## src/rtl/core/pla_pkg.sv

```systemverilog
// pla_pkg: shared types and constants for the point light radiance core
// cell state structs, register index codes, reset values
// no dependencies
package pla_pkg;

  localparam int unsigned SQRT_STEPS = 48;
  localparam int unsigned DIV_STEPS  = 16;
  localparam int unsigned PRE_STAGES = 3;
  localparam int unsigned MID_STAGES = 7;
  localparam int unsigned PIPE_DEPTH = PRE_STAGES + SQRT_STEPS + MID_STAGES + DIV_STEPS + 1;

  localparam int unsigned SQ_X_W   = 2 * SQRT_STEPS;
  localparam int unsigned SQ_REM_W = SQRT_STEPS + 2;
  localparam int unsigned DIV_W    = 61;
  localparam int unsigned LANES    = 6;

  typedef enum logic [2:0] {
    REG_LIGHT_X   = 3'd0,
    REG_LIGHT_Y   = 3'd1,
    REG_LIGHT_Z   = 3'd2,
    REG_INTENSITY = 3'd3,
    REG_ATT_CONST = 3'd4,
    REG_ATT_LIN   = 3'd5,
    REG_ATT_QUAD  = 3'd6,
    REG_COLOR     = 3'd7
  } cfg_reg_t;

  typedef struct packed {
    logic [SQ_X_W-1:0]     x;
    logic [SQ_REM_W-1:0]   rem;
    logic [SQRT_STEPS-1:0] root;
  } sqrt_st_t;

  typedef struct packed {
    logic [DIV_W-1:0]     dvs;
    logic [DIV_W-1:0]     rem;
    logic [DIV_STEPS-1:0] nlo;
    logic [DIV_STEPS-1:0] quo;
  } div_st_t;

  localparam logic [31:0] LIGHT_X_RST   = 32'h0000_0000;
  localparam logic [31:0] LIGHT_Y_RST   = 32'h0001_0000;
  localparam logic [31:0] LIGHT_Z_RST   = 32'h0000_0000;
  localparam logic [15:0] INTENSITY_RST = 16'h0100;
  localparam logic [15:0] ATT_CONST_RST = 16'h0000;
  localparam logic [15:0] ATT_LIN_RST   = 16'h0100;
  localparam logic [15:0] ATT_QUAD_RST  = 16'h0000;
  localparam logic [47:0] COLOR_RST     = 48'h0100_0100_0100;

  localparam logic [15:0] DIR_ONE = 16'd16384;
  localparam logic [15:0] CH_MAX  = 16'hFFFF;

endpackage

```

## src/rtl/core/pla_sqrt_cell.sv

```systemverilog
// pla_sqrt_cell: one restoring square root step, two radicand bits per cell
// depends on pla_pkg
module pla_sqrt_cell (
  input  logic              clk,
  input  logic              en,
  input  pla_pkg::sqrt_st_t st_i,
  output pla_pkg::sqrt_st_t st_o
);
  localparam int unsigned RMW = pla_pkg::SQ_REM_W;
  localparam int unsigned EXW = pla_pkg::SQ_REM_W + 2;
  localparam int unsigned XW  = pla_pkg::SQ_X_W;
  localparam int unsigned RTW = pla_pkg::SQRT_STEPS;

  pla_pkg::sqrt_st_t st_r, st_nxt;
  logic [EXW-1:0] rem_ext, trial, diff;

  always_comb begin
    rem_ext = {st_i.rem, st_i.x[XW-1 -: 2]};
    trial   = {2'b00, st_i.root, 2'b01};
    diff    = rem_ext - trial;
    st_nxt.x = {st_i.x[XW-3:0], 2'b00};
    if (rem_ext >= trial) begin
      st_nxt.rem  = diff[RMW-1:0];
      st_nxt.root = {st_i.root[RTW-2:0], 1'b1};
    end else begin
      st_nxt.rem  = rem_ext[RMW-1:0];
      st_nxt.root = {st_i.root[RTW-2:0], 1'b0};
    end
  end

  always_ff @(posedge clk) begin
    if (en) begin
      st_r <= st_nxt;
    end
  end

  assign st_o = st_r;
endmodule

```

## config.mk

```make
export PLATFORM = sky130hd
export DESIGN_NAME = pla_sqrt_cell
export DESIGN_NICKNAME = d
export VERILOG_FILES = /design/src/rtl/core/pla_pkg.sv /design/src/rtl/core/pla_sqrt_cell.sv
export SDC_FILE = /design/constraint.sdc
export NUM_CORES = 1
export LEC_CHECK = 0
export BUFFER_PORTS_ARGS = -buffer_cell sky130_fd_sc_hd__buf_2
export CAP_MARGIN = 25
export CELL_PAD_IN_SITES_DETAIL_PLACEMENT = 1
export CELL_PAD_IN_SITES_GLOBAL_PLACEMENT = 1
export CORE_UTILIZATION = 33
export DETAILED_ROUTE_END_ITERATION = 12
export MAX_ROUTING_LAYER = met4
export PLACE_DENSITY = 0.8
export SLEW_MARGIN = 15
export SYNTH_ARGS = -nofsm -noshare
export SYNTH_HDL_FRONTEND = slang
export SYNTH_SLANG_ARGS = --single-unit
```

## constraint.sdc

```tcl
create_clock -name clk -period 3.4 [get_ports clk]
set_input_delay 0.68 -clock clk [delete_from_list [all_inputs] [get_ports clk]]
set_output_delay 0.68 -clock clk [all_outputs]
set_load 0.03 [all_outputs]
```

==> metrics.txt <==
Synth cell types 59; Worst-path clk slew 80 ps; CP arrival roughly 3500 ps; Final Cycle Share 96.8%; post-DP HPWL roughly 27,000 um; Routed WL per cell 19.9 um; number of flops mapped to enable cells by yosys around 190; Via density slightly below 5; nets 1,535; Detail Route Antenna Nets 0; Placement Cell Area 12,700 um^2; cell area after layout 13,400 um^2; Peak VDD IR 0.289 mV; ratio of cells with drive above 1 in the final layout 43.2%; starting density of the core around a third; sequential share of the synthesized area 60.8%; Tmin final 3290 ps; Remaining DRCs 0; TritonCTS clock tree done; number of flip-flops in the largest register 192; H-tree levels 4; tightest hold margin 402 ps; Top FF cell, synth edfxtp_1; Final Hold Viols 0; commonest cells after routing, fill and taps aside 386 x buf_2, 192 x edfxtp_1, 118 x buf_4; Max Slew Vio Count 0; HP Class in2reg; P_leak slightly above 0.006 uW; via count just over 8,000; hold_buf cts 0; post-CTS setup buffer count 0; global route total overflow 0; Port Buffer Count 387; CTS sink cnt 192; first-pass GRT wire length 48,700 um; vias in the first global route 8,763; Slew HR between 50% and 60%; Synth area leader edfxtp_1; initial antenna violation count 7; Synth area leaders edfxtp_1 61%, ha_1 6.6%, a21oi_1 5.5%; 1st-pass router iterations 4; Crit Path Max Fanout 4; Die ar. 29,400 um^2; Rows 61; most common cell after layout, fill and taps aside buf_2; Syn Inst Count 789; CP Launch Type input pin; gr usage total 22.9%; Synth Register Bits between 150 and 200; Avg Cell Area, Syn 12.0 um^2; max_cap viols 0; Tightest Pin Transition approximately 700 ps; status finished, final reports clean; Root Buffer clkbuf_16; Final Wtd Congestion 0.814; Crit path required time roughly 3600 ps; drt total wl roughly 34,000 um; fmax approximately 300 MHz; yosys warns 0; final setup vio count 0; PwrDens 518 nW/um^2; die width 171 um; die height ~170 um; worst hold stages 1; DR iter-0 viols roughly 400; I/O pins 390; CP Capture Type flip-flop; largest net degree at the start of global routing 82; Area growth, synth to finish 40.9%; Crit Path Class in2reg; Synth Cell Area 9480 um^2; share of the synthesized area in the top cell type between 60% and 70%; core area about 28,000 um^2; Async SR Flop Fraction 0%; CTS Buf Count 17; CTS Buffer Depth 2
-- worst paths after layout --
kind / start / end / slack (ps)
min: st_i[185] / st_o[187] / 400
max: st_i[6] / st_o[95] / 110
-- cells in the mapped netlist (10+ instances only) --
library cell  instances
o21ai_0              32
nor3_1               10
clkbuf_1             13
nor2_1               71
nand2_1              42
a21o_1               27
a21oi_1             105
nand4_1              17
inv_1                64
ha_1                 50
edfxtp_1            192
xor2_1               20
xnor2_1              27
-- stage by stage --
stage	instances	TNS (ps)	power [uW]	worst slack [ps]	utilization [%]
finish	1687	0	6920	109	47.7
floorplan	790	0	4110	68.7	-
global route	1687	-18.5	7180	-18.5	47.7
CTS	1680	0	6970	49.8	47.5
detailed placement	1648	-15000	4910	-416	45.4
global placement	1648	-8460	4850	-352	45.4
-- critical path: stages --
cell and delay (ps):
buf_2 90, inv_1 50, ha_1 350, nand2_1 140, a2111oi_4 370, o211ai_1 250, a311oi_1 350, buf_4 160
nor3_1 40, a211o_1 250, or4b_1 520, a41o_1 260
-- cells by family (layout without fill, tap and decap cells) --
family | after synthesis | after routing | synth area share (%)
compound gates | 220 | 220 | 14.2
xor+xnor | 47 | 47 | 4.34
fa+ha+maj | 50 | 50 | 6.60
buf+inv | 93 | 605 | 4.29
flops | 192 | 192 | 60.8
mux | 7 | 7 | 0.832
other cells | 1 | 9 | 0.0396
simple gates | 179 | 179 | 8.86
-- power breakdown --
group	switching, uW	internal (uW)
combinational	1230	679
sequential	63.2	2900
clock	1060	991
total	2350	4570
-- routing by layer --
| metal | part of all wire, % | vias to the layer above | track usage [%] |
|---|---|---|---|
| met3 | 5.9 | 56 | 4.67 |
| met1 | 38 | 3996 | 23.7 |
| met2 | 53 | 273 | 41.5 |
| met5 | 0 | - | - |
| met4 | 3.5 | 0 | 10.1 |
| li1 | - | 3914 | - |
-- layout make-up --
cell class,instances,area [um^2]
Multi-Input combinational cell,505,3350
Clock inverter,14,160
Timing Repair Buffer,509,2910
Sequential cell,192,5770
Fill cell,3193,14700
Inverter,64,240
Clock buffer,18,429
Tap cell,378,473
Antenna cell,7,17.5
-- timing repair --
item	CTS	global route
endpoints found under the hold margin	0	0
setup endpoints to repair	0	40
gates resized for setup	0	9
No activity file was read; power rests on OpenSTA's default activity.
