### config.mk
export PLATFORM = sky130hd
export DESIGN_NAME = pla_div_cell
export DESIGN_NICKNAME = d
export VERILOG_FILES = /design/src/rtl/core/pla_pkg.sv /design/src/rtl/core/pla_div_cell.sv
export SDC_FILE = /design/constraint.sdc
export NUM_CORES = 1
export LEC_CHECK = 0
export ABC_CLOCK_PERIOD_IN_PS = 4400
export BUFFER_PORTS_ARGS = -buffer_cell sky130_fd_sc_hd__buf_4
export CAP_MARGIN = 20
export CORE_MARGIN = 2
export CORE_UTILIZATION = 25
export CTS_CLUSTER_SIZE = 28
export DETAILED_ROUTE_END_ITERATION = 16
export REMOVE_ABC_BUFFERS = 1
export SLEW_MARGIN = 0
export SYNTH_ARGS = -nofsm -noshare
export SYNTH_HDL_FRONTEND = slang
export SYNTH_SLANG_ARGS = --single-unit
### constraint.sdc
create_clock -name clk -period 4.4 [get_ports clk]
set_input_delay 0.44 -clock clk [delete_from_list [all_inputs] [get_ports clk]]
set_output_delay 0.44 -clock clk [all_outputs]
set_load 0.02 [all_outputs]
### src/rtl/core/pla_pkg.sv
// pla_pkg: shared types and constants for the point light radiance core
// cell state structs, register index codes, reset values
// no dependencies
package pla_pkg;

  localparam int unsigned SQRT_STEPS = 48;
  localparam int unsigned DIV_STEPS  = 16;
  localparam int unsigned PRE_STAGES = 3;
  localparam int unsigned MID_STAGES = 7;
  localparam int unsigned PIPE_DEPTH = PRE_STAGES + SQRT_STEPS + MID_STAGES + DIV_STEPS + 1;

  localparam int unsigned SQ_X_W   = 2 * SQRT_STEPS;
  localparam int unsigned SQ_REM_W = SQRT_STEPS + 2;
  localparam int unsigned DIV_W    = 61;
  localparam int unsigned LANES    = 6;

  typedef enum logic [2:0] {
    REG_LIGHT_X   = 3'd0,
    REG_LIGHT_Y   = 3'd1,
    REG_LIGHT_Z   = 3'd2,
    REG_INTENSITY = 3'd3,
    REG_ATT_CONST = 3'd4,
    REG_ATT_LIN   = 3'd5,
    REG_ATT_QUAD  = 3'd6,
    REG_COLOR     = 3'd7
  } cfg_reg_t;

  typedef struct packed {
    logic [SQ_X_W-1:0]     x;
    logic [SQ_REM_W-1:0]   rem;
    logic [SQRT_STEPS-1:0] root;
  } sqrt_st_t;

  typedef struct packed {
    logic [DIV_W-1:0]     dvs;
    logic [DIV_W-1:0]     rem;
    logic [DIV_STEPS-1:0] nlo;
    logic [DIV_STEPS-1:0] quo;
  } div_st_t;

  localparam logic [31:0] LIGHT_X_RST   = 32'h0000_0000;
  localparam logic [31:0] LIGHT_Y_RST   = 32'h0001_0000;
  localparam logic [31:0] LIGHT_Z_RST   = 32'h0000_0000;
  localparam logic [15:0] INTENSITY_RST = 16'h0100;
  localparam logic [15:0] ATT_CONST_RST = 16'h0000;
  localparam logic [15:0] ATT_LIN_RST   = 16'h0100;
  localparam logic [15:0] ATT_QUAD_RST  = 16'h0000;
  localparam logic [47:0] COLOR_RST     = 48'h0100_0100_0100;

  localparam logic [15:0] DIR_ONE = 16'd16384;
  localparam logic [15:0] CH_MAX  = 16'hFFFF;

endpackage

### src/rtl/core/pla_div_cell.sv
// pla_div_cell: one restoring division step, one quotient bit per cell
// depends on pla_pkg
module pla_div_cell (
  input  logic             clk,
  input  logic             en,
  input  pla_pkg::div_st_t st_i,
  output pla_pkg::div_st_t st_o
);
  localparam int unsigned DW = pla_pkg::DIV_W;
  localparam int unsigned QW = pla_pkg::DIV_STEPS;

  pla_pkg::div_st_t st_r, st_nxt;
  logic [DW:0] trial, diff;

  always_comb begin
    trial  = {st_i.rem, st_i.nlo[QW-1]};
    diff   = trial - {1'b0, st_i.dvs};
    st_nxt = st_i;
    st_nxt.nlo = {st_i.nlo[QW-2:0], 1'b0};
    if (trial >= {1'b0, st_i.dvs}) begin
      st_nxt.rem = diff[DW-1:0];
      st_nxt.quo = {st_i.quo[QW-2:0], 1'b1};
    end else begin
      st_nxt.rem = trial[DW-1:0];
      st_nxt.quo = {st_i.quo[QW-2:0], 1'b0};
    end
  end

  always_ff @(posedge clk) begin
    if (en) begin
      st_r <= st_nxt;
    end
  end

  assign st_o = st_r;
endmodule

==> flow_summary.json <==
{
  "via_per_inst": 4.71,
  "holdBufCountCts": 0,
  "cts_sinks": 153,
  "netlist_area_mm2": 0.00936,
  "drc": 0,
  "synth_edf_count": 153,
  "hold_class": "in2reg",
  "largest_reg_flops": 153,
  "vias": 7894,
  "finalPower_mw": 4.90,
  "required_ps": 4590,
  "fmax_ghz": 0.282,
  "peakVddDrop_v": 0.000296,
  "nets": 1412,
  "antenna_found_initial": 3,
  "drt-initial-drc-count": 449,
  "post_cts_buffers": 0,
  "crit_start": "st_i[31]",
  "grt_usage_pct": 14.7,
  "drive_above_1_share_pct": 30.7,
  "netlist_top_cells_area": "edfxtp_1 49%, ha_1 8.2%, nand2_1 4.7%, o21ai_0 4.4%, a21o_1 3.4%",
  "p_leak_nw": 5.54,
  "worstHoldStart": "st_i[8]",
  "yosysTopAreaCellShare_pct": 49.1,
  "worstSetupEndpointType": "flop",
  "finalSetupTns_ps": 0,
  "cts_tree": "built",
  "die_x_um": 198,
  "path_clk_slew_ps": 70,
  "clk_path_buf_depth": 2,
  "numCtsBuffers": 17,
  "whs_ps": 160,
  "ys_ff_latch": 153,
  "cts-root-buf": "clkbuf_16",
  "grt_pass1_wl_um": 43600,
  "hold_depth": 1,
  "grt_pass1_vias": 7710,
  "ys.flop_type": "edfxtp_1",
  "pin_count": 310,
  "rows": 70,
  "final-setup-viol-count": 0,
  "yosysMostFrequentCell": "edfxtp_1",
  "slew_viol_final": 0,
  "synth_top_cell_by_area": "edfxtp_1",
  "startpoint_type": "input port",
  "drv_cap": 0,
  "place_congestion": 0.860,
  "final_antenna_net_count": 0,
  "fp.dieArea_mm2": 0.0390,
  "cts_resized": 0,
  "hold_viol_final": 0,
  "synthDistinctLibCells": 72,
  "rsz0062_at_grt": "no",
  "power_density_mw_per_mm2": 385,
  "synth_area_per_cell_um2": 10.3,
  "period_needed_ps": 3550,
  "crit_arrival_ps": 3740,
  "cp_max_fo": 27,
  "yosysWarnings": 0,
  "slew_headroom_pct": 42.3,
  "core_area_mm2": 0.0368,
  "worstMarginPinSlew_ps": 866,
  "synthCells": 909,
  "drt-total-wl_um": 29200,
  "start_util_pct": 25.5,
  "dr.pass1.iters": 5,
  "fin_crit_sh_pct": 80.6,
  "io_buffers": 307,
  "ys_seq_area_share_pct": 49.1,
  "ys_top_cells_by_count": "153 x edfxtp_1, 116 x nand2_1, 83 x o21ai_0",
  "overflow": 0,
  "async_flop_share_pct": 0,
  "grt_max_degree": 85,
  "worstSetupPathType": "in2reg",
  "ctsHtreeMaxLevel": 4,
  "die_h_um": 198,
  "status": "finished clean",
  "dp.final_hpwl_um": 22800,
  "wire_per_inst_um": 17.4,
  "area_growth_pct": 35.8
}
[cell type report]
cell class	instances	area, um2
clock buffer	17	425
tap	468	586
fill	3748	24100
inverter	78	293
multi-input combinational	630	4230
sequential	153	4590
antenna	2	5.00
clock inverter	15	199
timing repair buffer	314	2390
[logic make-up after synthesis]
logic type | after synthesis | share of synthesized area, %
compound gates | 282 | 19.8
xor+xnor | 54 | 5.05
fa+ha+maj | 62 | 8.37
buf+inv | 126 | 5.75
flops | 153 | 49.1
mux | 4 | 0.468
other cells | 1 | 0.0401
simple gates | 227 | 11.4
[metal layers]
metal	vias to the layer above	track usage (%)	wire length (um)
li1	3882	-	-
met4	2	4.90	594
met5	-	0	16
met1	3735	18.7	12700
met3	37	4.93	2250
met2	238	23.5	13600
[power breakdown]
group	leakage (nW)	total, mW	internal, mW	switching, mW
registers	1.50	1.86	1.81	0.0449
logic	3.74	1.41	0.582	0.832
clock network	0.304	1.63	0.915	0.713
total	5.54	4.90	3.31	1.59
[worst paths after layout]
check | end | slack, ps
max | st_o[76] | 850
min | st_o[9] | 160
[layout by cell type (no fill, tap or decap), drive strengths merged, types with 3 or more instances in the layout]
cell	count
nand2b	4
mux2	3
clkbuf	17
a31oi	18
o21ai	95
a21o	42
and3	5
nor2b	6
inv	87
o31ai	7
nor3	6
a21oi	64
nand3	14
ha	61
bufinv	3
nor2	30
o21bai	16
a21boi	4
or3	5
buf	314
and2	8
nand2	117
nand4	22
edfxtp	153
nor4	3
xor2	26
a221oi	3
xnor2	28
a2111oi	3
o21a	8
o211ai	5
[through the flow]
| step | util, % | area [um2] | cells | setup slack [ps] |
|---|---|---|---|---|
| 3_5_place_dp | 32.9 | 12100 | 1643 | 381 |
| 3_3_place_gp | 32.9 | 12100 | 1643 | 414 |
| 4_1_cts | 34.6 | 12700 | 1675 | 860 |
| 6_report | 34.6 | 12700 | 1677 | 852 |
| 2_1_floorplan | - | 9120 | 861 | 90.9 |
| 5_1_grt | 34.6 | 12700 | 1675 | 643 |
[critical path: stages]
cell       delay (ps)
buf_4             110
inv_1              50
ha_1              160
inv_1              60
fa_1              430
a21oi_2           200
a2bb2oi_2         200
a31oi_2           170
o31ai_4           300
a31oi_2           230
a31oi_4           370
o211ai_4          140
o21ai_4           210
buf_4             210
buf_4             290
o21ai_0           150
No activity file was read; power rests on OpenSTA's default activity.
